**config.mk**
```make
export PLATFORM = sky130hd
export DESIGN_NAME = sca_sequencer
export DESIGN_NICKNAME = d
export VERILOG_FILES = /design/src/hw/rtl/sca_pkg.sv /design/src/hw/rtl/sca_sequencer.sv
export SDC_FILE = /design/constraint.sdc
export NUM_CORES = 1
export LEC_CHECK = 0
export BUFFER_PORTS_ARGS = -buffer_cell sky130_fd_sc_hd__buf_2
export CAP_MARGIN = 20
export CORE_MARGIN = 4
export CORE_UTILIZATION = 25
export CTS_CLUSTER_DIAMETER = 120
export CTS_CLUSTER_SIZE = 14
export DETAILED_ROUTE_END_ITERATION = 10
export PLACE_DENSITY = 0.63
export SYNTH_ARGS = -nofsm -noshare
export SYNTH_HDL_FRONTEND = slang
export SYNTH_SLANG_ARGS = --single-unit
```
**constraint.sdc**
```tcl
create_clock -name clock -period 6.3 [get_ports clock]
set_input_delay 1.26 -clock clock [delete_from_list [all_inputs] [get_ports clock]]
set_output_delay 1.26 -clock clock [all_outputs]
set_load 0.05 [all_outputs]
```
**src/hw/rtl/sca_pkg.sv**
```systemverilog
`timescale 1ns / 1ps
// Shared constants, types and register codes for the scanline cost aggregation block.
package sca_pkg;

   localparam int HALF_RANGE = 32;
   localparam int LEVELS     = 2 * HALF_RANGE;
   localparam int IDX_W      = 6;
   localparam logic [IDX_W-1:0] LEVEL_LAST = IDX_W'(LEVELS - 1);

   localparam int ACC_WIDTH = 24;
   localparam logic [ACC_WIDTH-1:0] ACC_MAX = '1;
   localparam int AGG_W     = 24;

   localparam int COST_W  = 10;
   localparam int PIX_W   = 8;
   localparam int PEN_W   = 16;
   localparam int SCALE_W = 8;
   localparam int THR_W   = 9;

   // Q4.4 scaling of the large penalty, rounded
   localparam int FRAC_W     = 4;
   localparam int PROD_W     = PEN_W + SCALE_W;
   localparam int P2_W       = PROD_W - FRAC_W;
   localparam logic [PROD_W-1:0] ROUND_BIAS = PROD_W'(1) << (FRAC_W - 1);

   // saturating sums are formed one bit wider than the widest operand
   localparam int SUM_W = ((ACC_WIDTH > P2_W) ? ACC_WIDTH : P2_W) + 1;

   // cost store: two banks (previous / current pixel) of 2**IDX_W entries
   localparam int ADDR_W = IDX_W + 1;

   localparam int CSR_IDX_W  = 2;
   localparam int CSR_DATA_W = 16;

   typedef enum logic [CSR_IDX_W-1:0] {
      CSR_SMALL_PENALTY       = 2'd0,
      CSR_LARGE_PENALTY       = 2'd1,
      CSR_PENALTY_SCALE       = 2'd2,
      CSR_INTENSITY_THRESHOLD = 2'd3
   } csr_index_type;

   typedef struct packed {
      logic [PEN_W-1:0]   small_penalty;
      logic [PEN_W-1:0]   large_penalty;
      logic [SCALE_W-1:0] penalty_scale;
      logic [THR_W-1:0]   intensity_threshold;
   } cfg_type;

   typedef struct packed {
      logic [IDX_W-1:0]  idx;
      logic              root;
      logic              start;
      logic              last;
      logic              bank;
      logic [COST_W-1:0] cost;
      logic [PIX_W-1:0]  left;
      logic [PIX_W-1:0]  right;
   } item_type;

   typedef struct packed {
      logic load_a;
      logic adv_a;
      logic commit;
   } strobe_type;

   typedef struct packed {
      logic              a_valid;
      logic [ADDR_W-1:0] a_addr;
      logic              b_valid;
      logic [ADDR_W-1:0] b_addr;
   } flight_type;

endpackage

```
**src/hw/rtl/sca_sequencer.sv**
```systemverilog
`timescale 1ns / 1ps
// Level counter, path root flag, bank select, read addressing and store interlock.
module sca_sequencer (
   input  logic                          clock,
   input  logic                          reset,
   input  logic                          accept,
   input  logic [sca_pkg::COST_W-1:0]    req_match_cost,
   input  logic [sca_pkg::PIX_W-1:0]     req_left_intensity,
   input  logic [sca_pkg::PIX_W-1:0]     req_right_intensity,
   input  logic                          req_line_start,
   input  sca_pkg::flight_type           flight,
   output sca_pkg::item_type             item,
   output logic [sca_pkg::ADDR_W-1:0]    rd_addr_same,
   output logic [sca_pkg::ADDR_W-1:0]    rd_addr_next,
   output logic                          hazard
);
   import sca_pkg::*;

   logic [IDX_W-1:0] count_ff, count_in;
   logic             root_ff, root_in;
   logic             bank_ff, bank_in;
   logic [IDX_W-1:0] idx;
   logic [IDX_W-1:0] idx_next;

   always_comb begin
      idx        = req_line_start ? '0 : count_ff;
      idx_next   = idx + IDX_W'(1);

      item.idx   = idx;
      item.start = req_line_start;
      item.root  = req_line_start | root_ff;
      item.last  = (idx == LEVEL_LAST);
      item.bank  = bank_ff;
      item.cost  = req_match_cost;
      item.left  = req_left_intensity;
      item.right = req_right_intensity;

      // previous pixel lives in the other bank
      rd_addr_same = {~bank_ff, idx};
      rd_addr_next = {~bank_ff, idx_next};

      // hold off while a pending write targets an entry this item reads
      hazard = (flight.a_valid && (flight.a_addr == rd_addr_same ||
                                   flight.a_addr == rd_addr_next)) ||
               (flight.b_valid && (flight.b_addr == rd_addr_same ||
                                   flight.b_addr == rd_addr_next));

      count_in = count_ff;
      root_in  = root_ff;
      bank_in  = bank_ff;
      if (accept) begin
         if (item.last) begin
            count_in = '0;
            root_in  = 1'b0;
            bank_in  = ~bank_ff;
         end else begin
            count_in = idx_next;
            root_in  = item.root;
         end
      end
   end

   always_ff @(posedge clock) begin
      if (reset) begin
         count_ff <= '0;
         root_ff  <= 1'b1;
         bank_ff  <= 1'b0;
      end else begin
         count_ff <= count_in;
         root_ff  <= root_in;
         bank_ff  <= bank_in;
      end
   end

endmodule

```
==> results.cfg <==
[setup_path]
critPathArrivalTime_ps = 3540
worstSetupEndpoint = hazard
cp-start-kind = primary input
cpMostUsedCell = buf_2
crit_type = in2out
crit_required_ps = 5040
rr_worst_depth = 9
cp_slowest_stage_delay_ps = 530
crit_fanout = 25
critPathCaptureType = primary output
r2r-start = count_ff[0]
reg2reg_to = bank_ff
reg2reg_slack_ps = 4050
crit_path_cell_trace = buf_2 > nand2b_1 > inv_1 > ha_1 > xor2_1 > or4_1 > o31ai_2 > buf_2
critPathSlowestCell = or4_1
startpoint = req_line_start

[logic_synthesis]
synth-seq-cells = 8
synth_nets = 215
synth_top_cell_by_area = buf_4
synth_cell_types = 42
synth.top_cell.area_share_pct = 20.4
synth_area_mm2 = 0.00129
ys_warn_count = 0
synth.area.top_cells = buf_4 20%, dfxtp_1 12%, xnor2_1 9.5%
seq_area_frac_synth_pct = 12.4
syn_inst = 168
syn-mean-instance-area_um2 = 7.67

[route]
dr_total_vias = 1086
drc = 0
ant_nets = 0
post_drt_wl_per_cell_um = 13.4
dr.pass1.iters = 6
drt_iter0_markers = 52
wl_mm = 3.15
vias_per_cell = 4.60

[timing]
rsz0062_at_grt = no
fmax_ghz = 0.208
setup_violations = 0
drv_slew = 0
min_period_over_period_pct = 76.3
worstMarginPinSlew_ps = 537
whs_ps = 520
maxSlewHeadroom_pct = 64.1
tns_ps = 0
clock_skew_ps = 0.968
hold_viol = 0
min_period_ps = 4800
setup_ws_ps = 1500

[grt]
grt_most_used_layer = met2
grt_max_degree = 26
antenna_found_initial = 0
grtUsageMet2_pct = 14.9
grt_usage_pct = 9.76
grt_first_pass_wirelength_mm = 4.97
grtUsageMet3_pct = 2.82
grt_pass1_vias = 1017
gr-total-overflow = 0
grt_use_met1_pct = 13.9

[clock_network]
clk_pin_slew_ps = 40
clkLatencyLatePin_ps = 230
cts_sinks = 8
post_cts_buffers = 0
ctsResizeCount = 0
tritoncts = built
cts_max_path_buffers = 2
numCtsBuffers = 3
hold_buffers = 0
root_buffer = clkbuf_8
htreeDepth = 1

[pwr]
power.density_mw_per_mm2 = 119
total_power_mw = 0.156
peakVddDrop_mv = 0.0835
power.leakage_nw = 0.559

[worst_hold_path]
hold_path_class = reg2reg
hold_path_startpoint = root_ff

[layout]
fillCellCount = 537
drive_gt1_share_pct = 36.1
area_growth_pct = 1.84
multi_input_area_um2 = 792
final_nets = 218
n_antenna_cell = 0
seq_area_um2 = 160

[job]
drv_cap = 0

[placement]
gp_congestion = 0.877
dp_hpwl_mm = 2.51
place_ws_ps = 1480
portBuffers = 44

[floorplanning]
initial_utilization_pct = 26.6
dieArea_mm2 = 0.00637
die_w_um = 79.8
row_count = 25
ios = 97
die_height_um = 79.8
core_area_mm2 = 0.00485

[status]
status = complete, no violations
-- routing by layer --
layer | wire length (um) | vias to the layer above
li1 | - | 536
met1 | 1500 | 494
met2 | 1350 | 54
met3 | 287 | 2
met4 | 12 | 0
met5 | 0 | -
-- cell families after synthesis --
family                     Yosys count  share of synthesized area, %
and+or+nand+nor                     51                          24.6
buffers and inverters               50                          26.1
AOI/OAI and AO/OA                   31                          15.0
xor gates and xnor gates            24                          18.4
DFF                                  8                          12.4
muxes                                3                          2.52
adders and majority gates            1                         0.971
-- synth_stat cells (all sizes together) --
cell	instances
inv	4
nor3	1
or4	1
nand2b	5
a22oi	1
nor2	16
mux2	2
nor4bb	5
a31oi	5
nor2b	3
ha	1
o21ai	13
mux2i	1
a311oi	1
a21oi	6
xor2	9
nand3	7
or2	1
and2b	1
and2	1
dfxtp	8
o31ai	1
nand2	3
a21o	2
o2111ai	1
and4b	1
xnor2	15
and4bb	2
and3	3
buf	40
o311ai	1
clkbuf	6
or2b	1
-- through the flow --
step / utilization [%] / instance area [um^2] / std cells
6_report: 27.1 / 1310 / 236
5_1_grt: 27.1 / 1310 / 236
4_1_cts: 27.1 / 1310 / 236
3_5_place_dp: 26.2 / 1270 / 233
3_3_place_gp: 26.2 / 1270 / 233
2_1_floorplan: - / 1290 / 168
-- registers in the layout, indices dropped and copies added, names as in the netlist --
signal	cells
count_ff	6
root_ff	1
bank_ff	1
-- report_power, final --
part	leakage [nW]	switching [mW]	internal, mW
Combinational	0.473	0.0256	0.0162
Clock	0.0216	0.0196	0.0413
Sequential	0.0648	0.00178	0.0516
-- worst min path at each step --
stage | end | cells after the start
6_report | root_ff | 2
5_1_grt | root_ff | 2
4_1_cts | root_ff | 2
3_5_place_dp | root_ff | 2
3_3_place_gp | root_ff | 2
2_1_floorplan | root_ff | 2
-- placed cells by master (no fill, tap or decap), drive strengths merged --
cell and instances:
buf 44, nor2 16, xnor2 15, o21ai 13
xor2 9, dfxtp 8, nand3 7, a21oi 6
nand2b 5, a31oi 5, nor4bb 5, inv 4
nor2b 3, nand2 3, clkbuf 3, and3 3
mux2 2, a21o 2, and4bb 2, or2b 1
and2b 1, o311ai 1, or4 1, mux2i 1
nor3 1, and2 1, o2111ai 1, and4b 1
a311oi 1, o31ai 1, or2 1, a22oi 1
ha 1
-- worst max-delay path: cells and delay by family --
kind,cells,cell delay [ps]
xor+xnor,1,180
fa+ha+maj,1,360
simple gates,2,820
buf+inv,3,710
compound gates,1,200
-- layout make-up --
class	count	area share (%)
Multi-Input combinational cell	110	60.3
Timing Repair Buffer	44	16.8
Sequential cell	8	12.2
Tap cell	67	6.39
Clock buffer	3	3.15
Inverter	4	1.14
(Power assumes the default switching activity.)
