===== config.mk =====
export PLATFORM = sky130hd
export DESIGN_NAME = sca_cost_ram
export DESIGN_NICKNAME = d
export VERILOG_FILES = /design/src/hw/rtl/sca_pkg.sv /design/src/hw/rtl/sca_cost_ram.sv
export SDC_FILE = /design/constraint.sdc
export NUM_CORES = 2
export LEC_CHECK = 0
export BUFFER_PORTS_ARGS = -buffer_cell sky130_fd_sc_hd__buf_4
export CAP_MARGIN = 30
export CORE_AREA = 2 2 758 760
export CTS_BUF_LIST = sky130_fd_sc_hd__clkbuf_2 sky130_fd_sc_hd__clkbuf_4 sky130_fd_sc_hd__clkbuf_8
export CTS_CLUSTER_DIAMETER = 50
export DETAILED_ROUTE_END_ITERATION = 16
export DIE_AREA = 0 0 760 762
export GPL_ROUTABILITY_DRIVEN = 0
export SLEW_MARGIN = 10
export SYNTH_ARGS = -nofsm -noshare
export SYNTH_HDL_FRONTEND = slang
export SYNTH_SLANG_ARGS = --single-unit

===== constraint.sdc =====
create_clock -name clock -period 4.73 [get_ports clock]
set_input_delay 0.473 -clock clock [delete_from_list [all_inputs] [get_ports clock]]
set_output_delay 0.473 -clock clock [all_outputs]
set_load 0.05 [all_outputs]

===== src/hw/rtl/sca_pkg.sv =====
`timescale 1ns / 1ps
// Shared constants, types and register codes for the scanline cost aggregation block.
package sca_pkg;

   localparam int HALF_RANGE = 32;
   localparam int LEVELS     = 2 * HALF_RANGE;
   localparam int IDX_W      = 6;
   localparam logic [IDX_W-1:0] LEVEL_LAST = IDX_W'(LEVELS - 1);

   localparam int ACC_WIDTH = 24;
   localparam logic [ACC_WIDTH-1:0] ACC_MAX = '1;
   localparam int AGG_W     = 24;

   localparam int COST_W  = 10;
   localparam int PIX_W   = 8;
   localparam int PEN_W   = 16;
   localparam int SCALE_W = 8;
   localparam int THR_W   = 9;

   // Q4.4 scaling of the large penalty, rounded
   localparam int FRAC_W     = 4;
   localparam int PROD_W     = PEN_W + SCALE_W;
   localparam int P2_W       = PROD_W - FRAC_W;
   localparam logic [PROD_W-1:0] ROUND_BIAS = PROD_W'(1) << (FRAC_W - 1);

   // saturating sums are formed one bit wider than the widest operand
   localparam int SUM_W = ((ACC_WIDTH > P2_W) ? ACC_WIDTH : P2_W) + 1;

   // cost store: two banks (previous / current pixel) of 2**IDX_W entries
   localparam int ADDR_W = IDX_W + 1;

   localparam int CSR_IDX_W  = 2;
   localparam int CSR_DATA_W = 16;

   typedef enum logic [CSR_IDX_W-1:0] {
      CSR_SMALL_PENALTY       = 2'd0,
      CSR_LARGE_PENALTY       = 2'd1,
      CSR_PENALTY_SCALE       = 2'd2,
      CSR_INTENSITY_THRESHOLD = 2'd3
   } csr_index_type;

   typedef struct packed {
      logic [PEN_W-1:0]   small_penalty;
      logic [PEN_W-1:0]   large_penalty;
      logic [SCALE_W-1:0] penalty_scale;
      logic [THR_W-1:0]   intensity_threshold;
   } cfg_type;

   typedef struct packed {
      logic [IDX_W-1:0]  idx;
      logic              root;
      logic              start;
      logic              last;
      logic              bank;
      logic [COST_W-1:0] cost;
      logic [PIX_W-1:0]  left;
      logic [PIX_W-1:0]  right;
   } item_type;

   typedef struct packed {
      logic load_a;
      logic adv_a;
      logic commit;
   } strobe_type;

   typedef struct packed {
      logic              a_valid;
      logic [ADDR_W-1:0] a_addr;
      logic              b_valid;
      logic [ADDR_W-1:0] b_addr;
   } flight_type;

endpackage


===== src/hw/rtl/sca_cost_ram.sv =====
`timescale 1ns / 1ps
// Two-bank cost store: one write port, two registered read ports.
module sca_cost_ram (
   input  logic                             clock,
   input  logic                             wr_en,
   input  logic [sca_pkg::ADDR_W-1:0]       wr_addr,
   input  logic [sca_pkg::ACC_WIDTH-1:0]    wr_data,
   input  logic                             rd_en,
   input  logic [sca_pkg::ADDR_W-1:0]       rd_addr_a,
   input  logic [sca_pkg::ADDR_W-1:0]       rd_addr_b,
   output logic [sca_pkg::ACC_WIDTH-1:0]    rd_data_a_ff,
   output logic [sca_pkg::ACC_WIDTH-1:0]    rd_data_b_ff
);
   import sca_pkg::*;

   logic [ACC_WIDTH-1:0] mem [2**ADDR_W];

   always_ff @(posedge clock) begin
      if (wr_en) begin
         mem[wr_addr] <= wr_data;
      end
   end

   always_ff @(posedge clock) begin
      if (rd_en) begin
         rd_data_a_ff <= mem[rd_addr_a];
         rd_data_b_ff <= mem[rd_addr_b];
      end
   end

endmodule


==> insert_results.sql <==
INSERT INTO impl_metrics (metric_group, metric, value, unit) VALUES
('setup_path', 'critical_path.endpoint_type', 'register', ''),
('clock_tree', 'tritoncts', 'yes', ''),
('synthesis', 'number_of_instances_in_the_synthesized_netlist', '5821', ''),
('setup_path', 'terminus_of_the_critical_flop_to_flop_path', 'rd_data_a_ff[10]$_DFFE_PP_', ''),
('synthesis', 'synth_top_cell_area_share', '0.659', ''),
('setup_path', 'critical-path-top-cell-by-count', 'mux4_2', ''),
('global_routing', 'total_congestion_overflow', '0', ''),
('finish', 'layout.core_utilization', '0.290', ''),
('setup_path', 'critical-path-slowest-cell', 'mux4_2', ''),
('synthesis', 'mean_instance_size_in_the_synthesized_netlist', '24.4', 'um^2'),
('floorplanning', 'start_util', '0.249', ''),
('synthesis', 'mappedNetlistArea', '0.142', 'mm^2'),
('global_routing', 'globalRouteTotalUtil', '0.160', ''),
('floorplanning', 'top_level_ports', '96', ''),
('clock_tree', 'cts_sinks', '3120', ''),
('flow_run', 'maxCapViolations', '0', ''),
('finish', 'mostFrequentLayoutCell', 'edfxtp_1', ''),
('clock_tree', 'max-clock-path-buffers', '4', ''),
('floorplanning', 'die_height', '762', 'um'),
('placement', 'dp_cells', '13392', ''),
('setup_path', 'worstPathArrival', '3.89', 'ns'),
('synthesis', 'synth_seq_cells', '3120', ''),
('sta', 'totalNegativeSetupSlack', '0', 'ns'),
('synthesis', 'synthesized_nets', '5869', ''),
('sta', 'rsz0062_at_grt', 'false', ''),
('sta', 'final.setup_skew', '0.104', 'ns'),
('detailed_routing', 'drt_iter0_markers', '11089', ''),
('sta', 'tightestPinTransition', '1.03', 'ns'),
('finish', 'areaGrowthSynthToFinish', '16.4', '%'),
('setup_path', 'worstSetupStartpoint', 'rd_addr_a[0]', ''),
('floorplanning', 'placement_rows', '278', ''),
('setup_path', 'timing.critical_path.max_delay_family', 'multiplexers', ''),
('detailed_routing', 'route.met3.wl', '53500', 'um'),
('clock_tree', 'postCtsSetupRepairBufs', '0', ''),
('setup_path', 'reg2reg_from', 'mem[21][10]$_DFFE_PP_', ''),
('pwr', 'report.power.total', '59.6', 'mW'),
('clock_tree', 'clock_latency', '1.14', 'ns'),
('floorplanning', 'design.die.area', '0.579', 'mm^2'),
('setup_path', 'worst_setup_path_start_kind', 'primary input', ''),
('pwr', 'peakVddDrop', '233', 'uV'),
('detailed_routing', 'route.antenna.remaining_nets', '0', ''),
('sta', 'final-hold-violation-count', '0', ''),
('finish', 'final_layout_size_suffix_gt1_frac', '0.505', ''),
('placement', 'hpwl', '291000', 'um'),
('detailed_routing', 'remaining_drc_errors', '0', ''),
('synthesis', 'synth_largest_area_cell', 'edfxtp_1', ''),
('detailed_routing', 'totalWireLength', '476000', 'um'),
('clock_tree', 'cts_inserted_buffers', '471', ''),
('sta', 'final_max_slew_viol_count', '0', ''),
('global_routing', 'grt_first_pass_wirelength', '649000', 'um'),
('global_routing', 'vias_in_the_first_global_route', '77277', ''),
('floorplanning', 'core_area', '0.571', 'mm^2'),
('setup_path', 'delay_of_the_slowest_cell_on_the_worst_path', '0.70', 'ns'),
('detailed_routing', 'routed_wl_met2', '222000', 'um'),
('setup_path', 'crit_required', '5.56', 'ns'),
('sta', 'slew_headroom', '0.309', ''),
('synthesis', 'yosysSeqAreaShare', '0.659', ''),
('setup_path', 'criticalPathCategory', 'primary input to register', ''),
('synthesis', 'yosys-top-cells-area', 'edfxtp_1 (66%), mux4_2 (32%), clkbuf_1 (0.65%)', ''),
('sta', 'final_critical_path_time_including_i_o_delays_and_setup', '3.06', 'ns'),
('detailed_routing', 'avgRoutedWirePerCell', '33.2', 'um'),
('finish', 'layout.cells.most_common_list', 'edfxtp_1 (3120), mux4_2 (2016), clkbuf_8 (475)', ''),
('sta', 'fin_crit_sh', '0.648', ''),
('clock_tree', 'clkSlewWorstSetupHoldPaths', '0.07', 'ns'),
('setup_path', 'worst-r2r-cell-count', '4', ''),
('run_status', 'status', 'completed', ''),
('clock_tree', 'post_cts.resized_instances', '0', ''),
('hold_path', 'hold_path.class', 'primary input to register', ''),
('clock_tree', 'h-tree-depth', '5', ''),
('synthesis', 'synth_warn', '0', ''),
('setup_path', 'path_cells', 'buf_12 > buf_12 > buf_4 > mux4_2 > mux4_2 > mux4_2 > mux2_2', '');
## report_power, final
part	switching, mW	internal [mW]
registers	0.258	30.6
logic	3.29	2.30
clock network	11.1	12.1
total	14.6	45.0
## registers in the layout, indices dropped and copies added, names as in the netlist
name	flops
rd_data_b_ff	24
rd_data_a_ff	24
mem	3072
## synthesized netlist by cell type (all sizes together)
cell type and count:
or3 1, nand3 12, nand2 14, nor2b 7, nand2b 2, nand4 3
clkbuf 247, edfxtp 3120, mux4 2016, mux2 48, nor3 9, nor2 122
buf 220
## metal layers
metal / GRT usage / up-vias
li1: - / 27833
met1: 0.210 / 41908
met2: 0.251 / 4941
met3: 0.0435 / 922
met4: 0.0645 / 32
met5: 0 / -
## logic make-up (layout without fill, tap and decap cells)
group / after synthesis / in the layout / synth area share
and+or+nand+nor: 170 / 170 / 0.00490
buffers and inverters: 467 / 1357 / 0.0136
muxes: 2064 / 2064 / 0.323
DFF: 3120 / 3120 / 0.659
other: 0 / 50 / 0
## final cells by class
type | count | area [um^2]
Tap cell | 7560 | 9460
Clock buffer | 569 | 7240
Timing Repair Buffer | 506 | 5150
Sequential cell | 3120 | 93700
Multi-Input combinational cell | 2234 | 47600
Fill cell | 55037 | 406000
Antenna cell | 50 | 125
Clock inverter | 282 | 2260
## per-stage QoR
step	hold WS (ns)	setup slack, ns	instance area (um^2)
6_report	0.152	1.67	166000
5_1_grt	0.0940	1.63	165000
4_1_cts	0.0202	1.61	165000
3_5_place_dp	0.921	0.542	156000
3_3_place_gp	1.02	0.565	156000
2_1_floorplan	0.572	1.44	142000
## worst min path at each step
stage               cells past startpoint                         end          from  slack [ns]
floorplan                               0         mem[0][0]$_DFFE_PP_    wr_data[0]        0.57
global placement                        1       mem[70][19]$_DFFE_PP_   wr_data[19]        1.02
detailed placement                      1       mem[81][17]$_DFFE_PP_   wr_data[17]        0.92
CTS                                     1        mem[5][11]$_DFFE_PP_   wr_data[11]        0.02
global route                            2  rd_data_b_ff[12]$_DFFE_PP_  rd_addr_b[5]        0.09
finish                                  2  rd_data_b_ff[23]$_DFFE_PP_  rd_addr_b[5]        0.15
Power figures use the tool's default switching activity.
