==> config.mk <==
export PLATFORM = sky130hd
export DESIGN_NAME = sca_datapath
export DESIGN_NICKNAME = d
export VERILOG_FILES = /design/src/hw/rtl/sca_pkg.sv /design/src/hw/rtl/sca_datapath.sv
export SDC_FILE = /design/constraint.sdc
export NUM_CORES = 1
export LEC_CHECK = 0
export BUFFER_PORTS_ARGS = -buffer_cell sky130_fd_sc_hd__buf_2
export CAP_MARGIN = 0
export CORE_UTILIZATION = 65
export CTS_CLUSTER_SIZE = 14
export DETAILED_ROUTE_END_ITERATION = 12
export PLACE_DENSITY = 0.87
export SLEW_MARGIN = 25
export SYNTH_ARGS = -nofsm -noshare
export SYNTH_HDL_FRONTEND = slang
export SYNTH_SLANG_ARGS = --single-unit
==> constraint.sdc <==
create_clock -name clock -period 24.3 [get_ports clock]
set_clock_uncertainty 0.15 [all_clocks]
set_input_delay 1.215 -clock clock [delete_from_list [all_inputs] [get_ports clock]]
set_output_delay 1.215 -clock clock [all_outputs]
set_load 0.005 [all_outputs]
==> src/hw/rtl/sca_pkg.sv <==
`timescale 1ns / 1ps
// Shared constants, types and register codes for the scanline cost aggregation block.
package sca_pkg;

   localparam int HALF_RANGE = 32;
   localparam int LEVELS     = 2 * HALF_RANGE;
   localparam int IDX_W      = 6;
   localparam logic [IDX_W-1:0] LEVEL_LAST = IDX_W'(LEVELS - 1);

   localparam int ACC_WIDTH = 24;
   localparam logic [ACC_WIDTH-1:0] ACC_MAX = '1;
   localparam int AGG_W     = 24;

   localparam int COST_W  = 10;
   localparam int PIX_W   = 8;
   localparam int PEN_W   = 16;
   localparam int SCALE_W = 8;
   localparam int THR_W   = 9;

   // Q4.4 scaling of the large penalty, rounded
   localparam int FRAC_W     = 4;
   localparam int PROD_W     = PEN_W + SCALE_W;
   localparam int P2_W       = PROD_W - FRAC_W;
   localparam logic [PROD_W-1:0] ROUND_BIAS = PROD_W'(1) << (FRAC_W - 1);

   // saturating sums are formed one bit wider than the widest operand
   localparam int SUM_W = ((ACC_WIDTH > P2_W) ? ACC_WIDTH : P2_W) + 1;

   // cost store: two banks (previous / current pixel) of 2**IDX_W entries
   localparam int ADDR_W = IDX_W + 1;

   localparam int CSR_IDX_W  = 2;
   localparam int CSR_DATA_W = 16;

   typedef enum logic [CSR_IDX_W-1:0] {
      CSR_SMALL_PENALTY       = 2'd0,
      CSR_LARGE_PENALTY       = 2'd1,
      CSR_PENALTY_SCALE       = 2'd2,
      CSR_INTENSITY_THRESHOLD = 2'd3
   } csr_index_type;

   typedef struct packed {
      logic [PEN_W-1:0]   small_penalty;
      logic [PEN_W-1:0]   large_penalty;
      logic [SCALE_W-1:0] penalty_scale;
      logic [THR_W-1:0]   intensity_threshold;
   } cfg_type;

   typedef struct packed {
      logic [IDX_W-1:0]  idx;
      logic              root;
      logic              start;
      logic              last;
      logic              bank;
      logic [COST_W-1:0] cost;
      logic [PIX_W-1:0]  left;
      logic [PIX_W-1:0]  right;
   } item_type;

   typedef struct packed {
      logic load_a;
      logic adv_a;
      logic commit;
   } strobe_type;

   typedef struct packed {
      logic              a_valid;
      logic [ADDR_W-1:0] a_addr;
      logic              b_valid;
      logic [ADDR_W-1:0] b_addr;
   } flight_type;

endpackage

==> src/hw/rtl/sca_datapath.sv <==
`timescale 1ns / 1ps
// Two-stage recurrence: neighbor minimum, then penalty, cost add and running minimum.
module sca_datapath (
   input  logic                          clock,
   input  logic                          reset,
   input  sca_pkg::cfg_type              cfg,
   input  sca_pkg::strobe_type           strobe,
   input  sca_pkg::item_type             item_in,
   input  logic [sca_pkg::ACC_WIDTH-1:0] rd_same,
   input  logic [sca_pkg::ACC_WIDTH-1:0] rd_next,
   output logic [sca_pkg::ADDR_W-1:0]    a_addr,
   output logic [sca_pkg::ADDR_W-1:0]    b_addr,
   output sca_pkg::item_type             b_item,
   output logic [sca_pkg::ACC_WIDTH-1:0] agg
);
   import sca_pkg::*;

   function automatic logic [ACC_WIDTH-1:0] sat_add(input logic [SUM_W-1:0] a,
                                                   input logic [SUM_W-1:0] b);
      logic [SUM_W-1:0] s;
      s = a + b;
      return (s > SUM_W'(ACC_MAX)) ? ACC_MAX : s[ACC_WIDTH-1:0];
   endfunction

   item_type             a_item_ff, b_item_ff;
   logic [ACC_WIDTH-1:0] left_nb_ff;
   logic [ACC_WIDTH-1:0] mem_best_ff, mem_best_in;
   logic [ACC_WIDTH-1:0] prev_min_ff, prev_min_in;
   logic [ACC_WIDTH-1:0] run_min_ff, run_min_in;
   logic [PIX_W-1:0]     prev_left_ff, prev_left_in;
   logic [PIX_W-1:0]     prev_right_ff, prev_right_in;
   logic [P2_W-1:0]      p2_ff, p2_in;

   logic [ACC_WIDTH-1:0] s_lo, s_hi, pen, best, base, new_min;
   logic [PIX_W-1:0]     diff;
   logic [PROD_W-1:0]    rounded;

   // stage A: same level and the two neighbor levels of the previous pixel
   always_comb begin
      s_lo = sat_add(SUM_W'(left_nb_ff), SUM_W'(cfg.small_penalty));
      s_hi = sat_add(SUM_W'(rd_next), SUM_W'(cfg.small_penalty));
      mem_best_in = rd_same;
      if (a_item_ff.idx != '0 && s_lo < mem_best_in) begin
         mem_best_in = s_lo;
      end
      if (a_item_ff.idx != LEVEL_LAST && s_hi < mem_best_in) begin
         mem_best_in = s_hi;
      end
   end

   // stage B: jump penalty, cost add, running minimum
   always_comb begin
      pen  = sat_add(SUM_W'(prev_min_ff), SUM_W'(p2_ff));
      best = (mem_best_ff < pen) ? mem_best_ff : pen;
      agg  = b_item_ff.root ? ACC_WIDTH'(b_item_ff.cost)
                            : sat_add(SUM_W'(b_item_ff.cost), SUM_W'(best));
      base    = b_item_ff.start ? ACC_MAX : run_min_ff;
      new_min = (agg < base) ? agg : base;

      prev_min_in   = prev_min_ff;
      run_min_in    = run_min_ff;
      prev_left_in  = prev_left_ff;
      prev_right_in = prev_right_ff;
      if (strobe.commit) begin
         if (b_item_ff.last) begin
            prev_min_in   = new_min;
            run_min_in    = ACC_MAX;
            prev_left_in  = b_item_ff.left;
            prev_right_in = b_item_ff.right;
         end else begin
            run_min_in = new_min;
         end
      end

      // P2 follows the intensities that the next pixel will see
      diff    = (prev_left_in > prev_right_in) ? prev_left_in - prev_right_in
                                               : prev_right_in - prev_left_in;
      rounded = PROD_W'(cfg.large_penalty) * PROD_W'(cfg.penalty_scale) + ROUND_BIAS;
      p2_in   = ({1'b0, diff} < cfg.intensity_threshold) ? rounded[PROD_W-1:FRAC_W]
                                                         : P2_W'(cfg.large_penalty);
   end

   always_ff @(posedge clock) begin
      if (reset) begin
         prev_min_ff   <= ACC_MAX;
         run_min_ff    <= ACC_MAX;
         prev_left_ff  <= '0;
         prev_right_ff <= '0;
      end else begin
         prev_min_ff   <= prev_min_in;
         run_min_ff    <= run_min_in;
         prev_left_ff  <= prev_left_in;
         prev_right_ff <= prev_right_in;
      end
   end

   always_ff @(posedge clock) begin
      p2_ff <= p2_in;
      if (strobe.load_a) begin
         a_item_ff <= item_in;
      end
      if (strobe.adv_a) begin
         b_item_ff   <= a_item_ff;
         mem_best_ff <= mem_best_in;
         left_nb_ff  <= rd_same;
      end
   end

   assign a_addr = {a_item_ff.bank, a_item_ff.idx};
   assign b_addr = {b_item_ff.bank, b_item_ff.idx};
   assign b_item = b_item_ff;

endmodule

==> impl_metrics.yaml, run 1 <==
placement:
  post-place-ws_ps: 12340
  globalplace.congestion: 1.04
  place.port_buffers: 211
  dp_hpwl_mm: 38.6
  placed_cell_area_um2: 20100
setup_path:
  slowest_stage: "o21ai_0"
  crit_fanout: 40
  cp.arrival_ps: 12450
  critPathRequiredTime_ps: 24530
  critPathLaunchType: "flop"
  worstSetupPathType: "reg2reg"
  slowest_delay_ps: 710
  cp_common_cell: "a21o_1"
  end_kind: "flop"
logic_synthesis:
  synth_cells: 2091
  yosysUniqueCellTypes: 79
  yosysTopAreaCell: "edfxtp_1"
  yosysWarnings: 0
  avgSynthCellArea_um2: 9.05
  synth_async_sr_flop_share_pct: 0
  syn-num-nets: 2548
  netlist.area_leader.share_pct: 19.0
  seq_area_frac_synth_pct: 27.9
  synth-main-ff-cell: "edfxtp_1"
  ys_top_cells_by_area: "edfxtp_1, ha_1, fa_1"
  ys_seq_elements: 204
  netlist_area_um2: 18900
  synth_enable_flop_cells: 120
clock_tree:
  cts_buffers: 23
  cts_buffer_depth: 3
  cts_resized: 0
  clk_pin_slew_worst_paths_ps: 60
  cts_num_sinks: 204
  cts_max_level: 1
  root_buffer: "clkbuf_16"
  cts_tree: "built"
  cts_setup_buffers: 0
  clock_latency_ps: 520
  hold_buffers: 0
drt:
  drc_errors: 0
  drt_wl_total_mm: 49.6
  vias: 16400
  routed_via_density: 6.17
  initialDrtViolationCount: 1362
  drt-wirelength-per-cell_um: 18.7
  drt-pass1-iter-count: 6
  route.antenna.remaining_nets: 0
floorplanning:
  io_pins: 212
  core-area_um2: 28700
  fp-row-count: 62
  die_x_um: 173
  die_h_um: 173
  start_util_pct: 66.0
  die_area_um2: 29800
sta:
  layout_setup_ws_ps: 12080
  rsz0062_at_grt: "false"
  tightest_slew_ps: 965
  period_needed_ps: 12220
  hold_viol_final: 0
  drv_slew: 0
  maxSlewHeadroom_pct: 35.7
  setup_tns_ps: 0
  max_freq_ghz: 0.0818
  whs_ps: 263
  setup_violations: 0
  finalCritPeriodShare_pct: 50.3
global_routing:
  grt_max_degree: 85
  antenna_found_initial: 1
  use_met2_pct: 56.0
  grt-busiest-layer: "met2"
  grt_pass1_vias: 16200
  grt_pass1_wl_mm: 80.5
  grt.overflow.total: 0
  met3_usage_pct: 4.46
  track_usage_pct: 32.9
  grt_use_met1_pct: 43.4
pwr:
  irDropWorstVdd_uv: 65.8
  leakage_uw: 0.00981
  power_density_nw_per_um2: 116
layout:
  layout_commonest_cell: "ha_1"
  final_cell_mix: "ha_1, buf_2, inv_1"
  area_delta_synth_final_pct: 10.5
  design_area_um2: 20900
  drive_gt1_share_pct: 13.2
  fin_nets: 2706
status:
  status: "finished clean"
min_path:
  hp-class: "reg2reg"
run:
  cap_violations: 0
-- final timing paths --
kind                                     start  depth (start not counted)  slack (ps)        endpoint
worst max-delay path            prev_min_ff[0]                         44       12080  prev_min_ff[9]
worst min-delay path             a_item_ff[21]                          0         260      b_item[21]
worst max register to register  prev_min_ff[0]                         44       12080  prev_min_ff[9]
worst min register to register   a_item_ff[21]                          0         260      b_item[21]
-- per-stage QoR --
step                      instances  total power, uW  util, %
final                          2651             2430     72.9
after global routing           2650             2620     72.9
after CTS                      2648             2400     72.7
after detailed placement       2606             2040     70.1
after global placement         2606             2000     70.1
after floorplan                2091             1620        -
-- kinds of logic (layout without fill, tap and decap cells) --
family / Yosys count / count (layout) / share of synthesized area, %
simple gates: 630 / 630 / 16.3
compound gates: 503 / 503 / 17.7
fa+ha+maj: 319 / 319 / 24.7
mux: 65 / 65 / 3.55
other cells: 0 / 1 / 0
xor+xnor: 81 / 81 / 3.75
flops: 204 / 204 / 27.9
buf+inv: 289 / 464 / 6.17
-- area by class of cell --
cell class                      instances  area [um^2]
Multi-Input combinational cell       1598        12500
Fill cell                            2148         7780
Sequential cell                       204         5290
Timing Repair Buffer                  221         1160
Inverter                              201          754
Clock buffer                           32          639
Tap cell                              384          480
Clock inverter                         10          113
Antenna cell                            1         2.50
-- critical path: cells and delay by family (launching register included) --
family	cells	cell delay, ps
DFF	1	340
AOI/OAI and AO/OA	21	5690
buffers and inverters	2	170
and+or+nand+nor	15	4030
adders and majority gates	6	1670
-- synth_stat cells, types with 4 or more instances --
cell type  count
ha_1         228
inv_1        200
nor2_1       160
nand2_1      154
a21oi_1      146
edfxtp_1     120
o21ai_0       94
fa_1          91
and2_1        84
dfxtp_1       84
nand3_1       63
clkbuf_1      50
mux2i_1       50
o21a_1        45
a21o_1        44
xnor2_1       44
xor2_1        37
nand2b_1      30
nor3_1        29
nand4_1       27
nor2b_1       27
o211ai_1      27
o22a_1        19
a211oi_1      17
buf_2         16
buf_4         15
a31oi_1       14
and3_1        14
mux2_2        13
a2bb2oi_1     11
a31o_2         9
or2_2          9
or3_1          8
a221oi_1       7
o21bai_1       7
a211o_1        6
buf_1          6
a41oi_1        5
nor4_1         5
o31a_1         5
o31ai_1        5
a41o_1         4
or4_1          4
-- sequential cells by signal, summed over array words and instances (netlist names) --
register       count
a_item_ff         29
b_item            29
left_nb_ff        24
mem_best_ff       24
prev_min_ff       24
run_min_ff        24
p2_ff             20
prev_left_ff       8
prev_right_ff      8
a_addr             7
b_addr             7
-- per-layer routing --
layer / vias to the layer above / part of all wire, %
met2: 710 / 47
met1: 7814 / 42
met4: 0 / 3.3
met5: - / 0
li1: 7699 / -
met3: 129 / 7.9
-- power breakdown --
part	switching (uW)	internal [uW]	total [uW]	leakage, uW
combinational	967	647	1610	0.00759
sequential	39.2	434	473	0.00187
clock	142	206	348	0.000357
Note: power is estimated with default switching activity, not from simulation.
==> run 2: changes to the inputs <==
CORE_UTILIZATION = 55   (was 65)
PLACE_DENSITY = 0.79   (was 0.87)
clock period = 10.5 ns   (was 24.3 ns; I/O delays follow)
==> run 2 against run 1 <==
  * Critical path depth grew 1
  * Routed wire length grew 5.8%
  * Sequential cell count is the same
  * Maximum frequency grew 22%
  * Die area grew 18%
  * Cell count grew 4.2%
  * Utilization shrank 9.1 points
  * Clock power grew 120%
  * Sequential power grew 130%
  * Largest cell class unchanged
  * Largest power group unchanged
==> impl_metrics.yaml, run 2 (synthesis gave the netlist of run 1 again) <==
status:
  status: "finished clean"
sta:
  finalCritPeriodShare_pct: 95.4
  tightest_slew_ps: 1050
  drv_slew: 0
  rsz0062_at_grt: "false"
  maxSlewHeadroom_pct: 30.2
  layout_setup_ws_ps: 482
  max_freq_ghz: 0.0998
  setup_violations: 0
  hold_viol_final: 0
  period_needed_ps: 10020
drt:
  drt_wl_total_mm: 52.4
  routed_via_density: 5.87
  route.antenna.remaining_nets: 0
  initialDrtViolationCount: 971
  drt-wirelength-per-cell_um: 19.0
  drc_errors: 0
  drt-pass1-iter-count: 5
  vias: 16200
clock_tree:
  cts_buffers: 23
  cts_buffer_depth: 3
  cts_max_level: 1
  cts_num_sinks: 204
  clock_latency_ps: 550
  cts_setup_buffers: 0
  clk_pin_slew_worst_paths_ps: 60
  root_buffer: "clkbuf_16"
  cts_tree: "built"
global_routing:
  grt.overflow.total: 0
  grt_pass1_wl_mm: 82.8
  grt_max_degree: 73
  grt_pass1_vias: 15900
  track_usage_pct: 29.4
  antenna_found_initial: 0
pwr:
  irDropWorstVdd_uv: 141
  power_density_nw_per_um2: 270
  power.internal_uw: 3060
  comb_power_share_pct: 67.6
  seq_power_share_pct: 19.0
  sw_frac_of_total_pct: 47.4
  leakage_uw: 0.0100
  switchingPower_uw: 2750
  p_clk_share_pct: 13.4
setup_path:
  reg2reg_depth: 45
  critPathRequiredTime_ps: 10790
  slowest_stage: "or4_1"
  cp_common_cell: "a21o_1"
  cp.arrival_ps: 10310
  timing.rr.end: "prev_min_ff[3]"
  critPathLaunchType: "flop"
  end_kind: "flop"
  slowest_delay_ps: 620
  worstSetupPathType: "reg2reg"
  worst-r2r-setup-slack_ps: 480
  cp-endpoint: "prev_min_ff[3]"
  crit_fanout: 26
  r2r-start: "prev_min_ff[0]"
  startpoint: "prev_min_ff[0]"
layout:
  final_cell_mix: "ha_1, buf_2, inv_1"
  finalCoreUtilization_pct: 63.8
  design_area_um2: 21500
  area_delta_synth_final_pct: 13.5
  drive_gt1_share_pct: 14.8
  layout_commonest_cell: "ha_1"
  num_antenna_cells: 0
  fin_nets: 2757
floorplanning:
  die_area_um2: 35200
  die_h_um: 188
  start_util_pct: 56.2
  core-area_um2: 33700
  fp-row-count: 67
  io_pins: 212
  die_x_um: 188
placement:
  globalplace.congestion: 1.05
  dp_hpwl_mm: 41.8
  placed_cell_area_um2: 20400
  place.port_buffers: 211
  post-place-ws_ps: -240
min_path:
  hp-class: "in2reg"
run:
  cap_violations: 0
[run 2: layout make-up]
class	instances	area, um^2
well taps	448	561
fillers	2870	12200
clock buffers	30	652
multi-input cells	1598	12600
repair buffers	272	1590
flip-flops and latches	204	5290
clock inverters	10	78.8
inverters	201	754
[run 2: how the worst min path moves through the flow]
stage                  startpoint            end  slack (ps)  depth (start not counted)
CTS                   item_in[16]  a_item_ff[16]           4                          1
global placement    a_item_ff[11]     b_item[11]         250                          0
detailed placement  a_item_ff[12]     b_item[12]         250                          0
floorplan            a_item_ff[0]      b_item[0]         250                          0
finish                item_in[16]  a_item_ff[16]          20                          1
global route          item_in[18]  a_item_ff[18]           7                          1
[run 2: through the flow]
stage	cells	hold slack (ps)	total power [uW]	TNS, ps
finish	2763	19.2	5810	0
global route	2763	6.60	6260	0
CTS	2763	3.75	5740	0
detailed placement	2695	255	4920	-400
global placement	2695	251	4860	0
floorplan	2091	250	3760	0
[run 2: per-layer routing]
layer	vias up	GRT usage, %	wire length [um]
met5	-	0	0
met2	574	49.6	24800
met1	7748	39.2	22700
met4	0	9.22	1720
li1	7804	-	-
met3	104	3.57	3260
[run 2: power by group through the flow]
stage          Sequential [uW]  Clock (uW)  Combinational, uW
3_3_place_gp              1120           0               3750
3_5_place_dp              1120           0               3810
5_1_grt                   1110         823               4320
6_report                  1100         780               3930
4_1_cts                   1100         792               3840
2_1_floorplan             1070           0               2690
[run 2: worst max-delay path: cells and delay by family (launching register included)]
family	cells	cell delay, ps
AOI/OAI and AO/OA	20	4360
adders and majority gates	6	1690
DFF	1	330
and+or+nand+nor	14	2460
muxes	2	500
buffers and inverters	3	410
[run 2: timing repair]
item	4_1_cts	5_1_grt
gates resized for setup	4	28
endpoints found under the hold margin	28	0
endpoints found under the setup margin	6	48
hold buffers	28	0
pin swaps	0	0
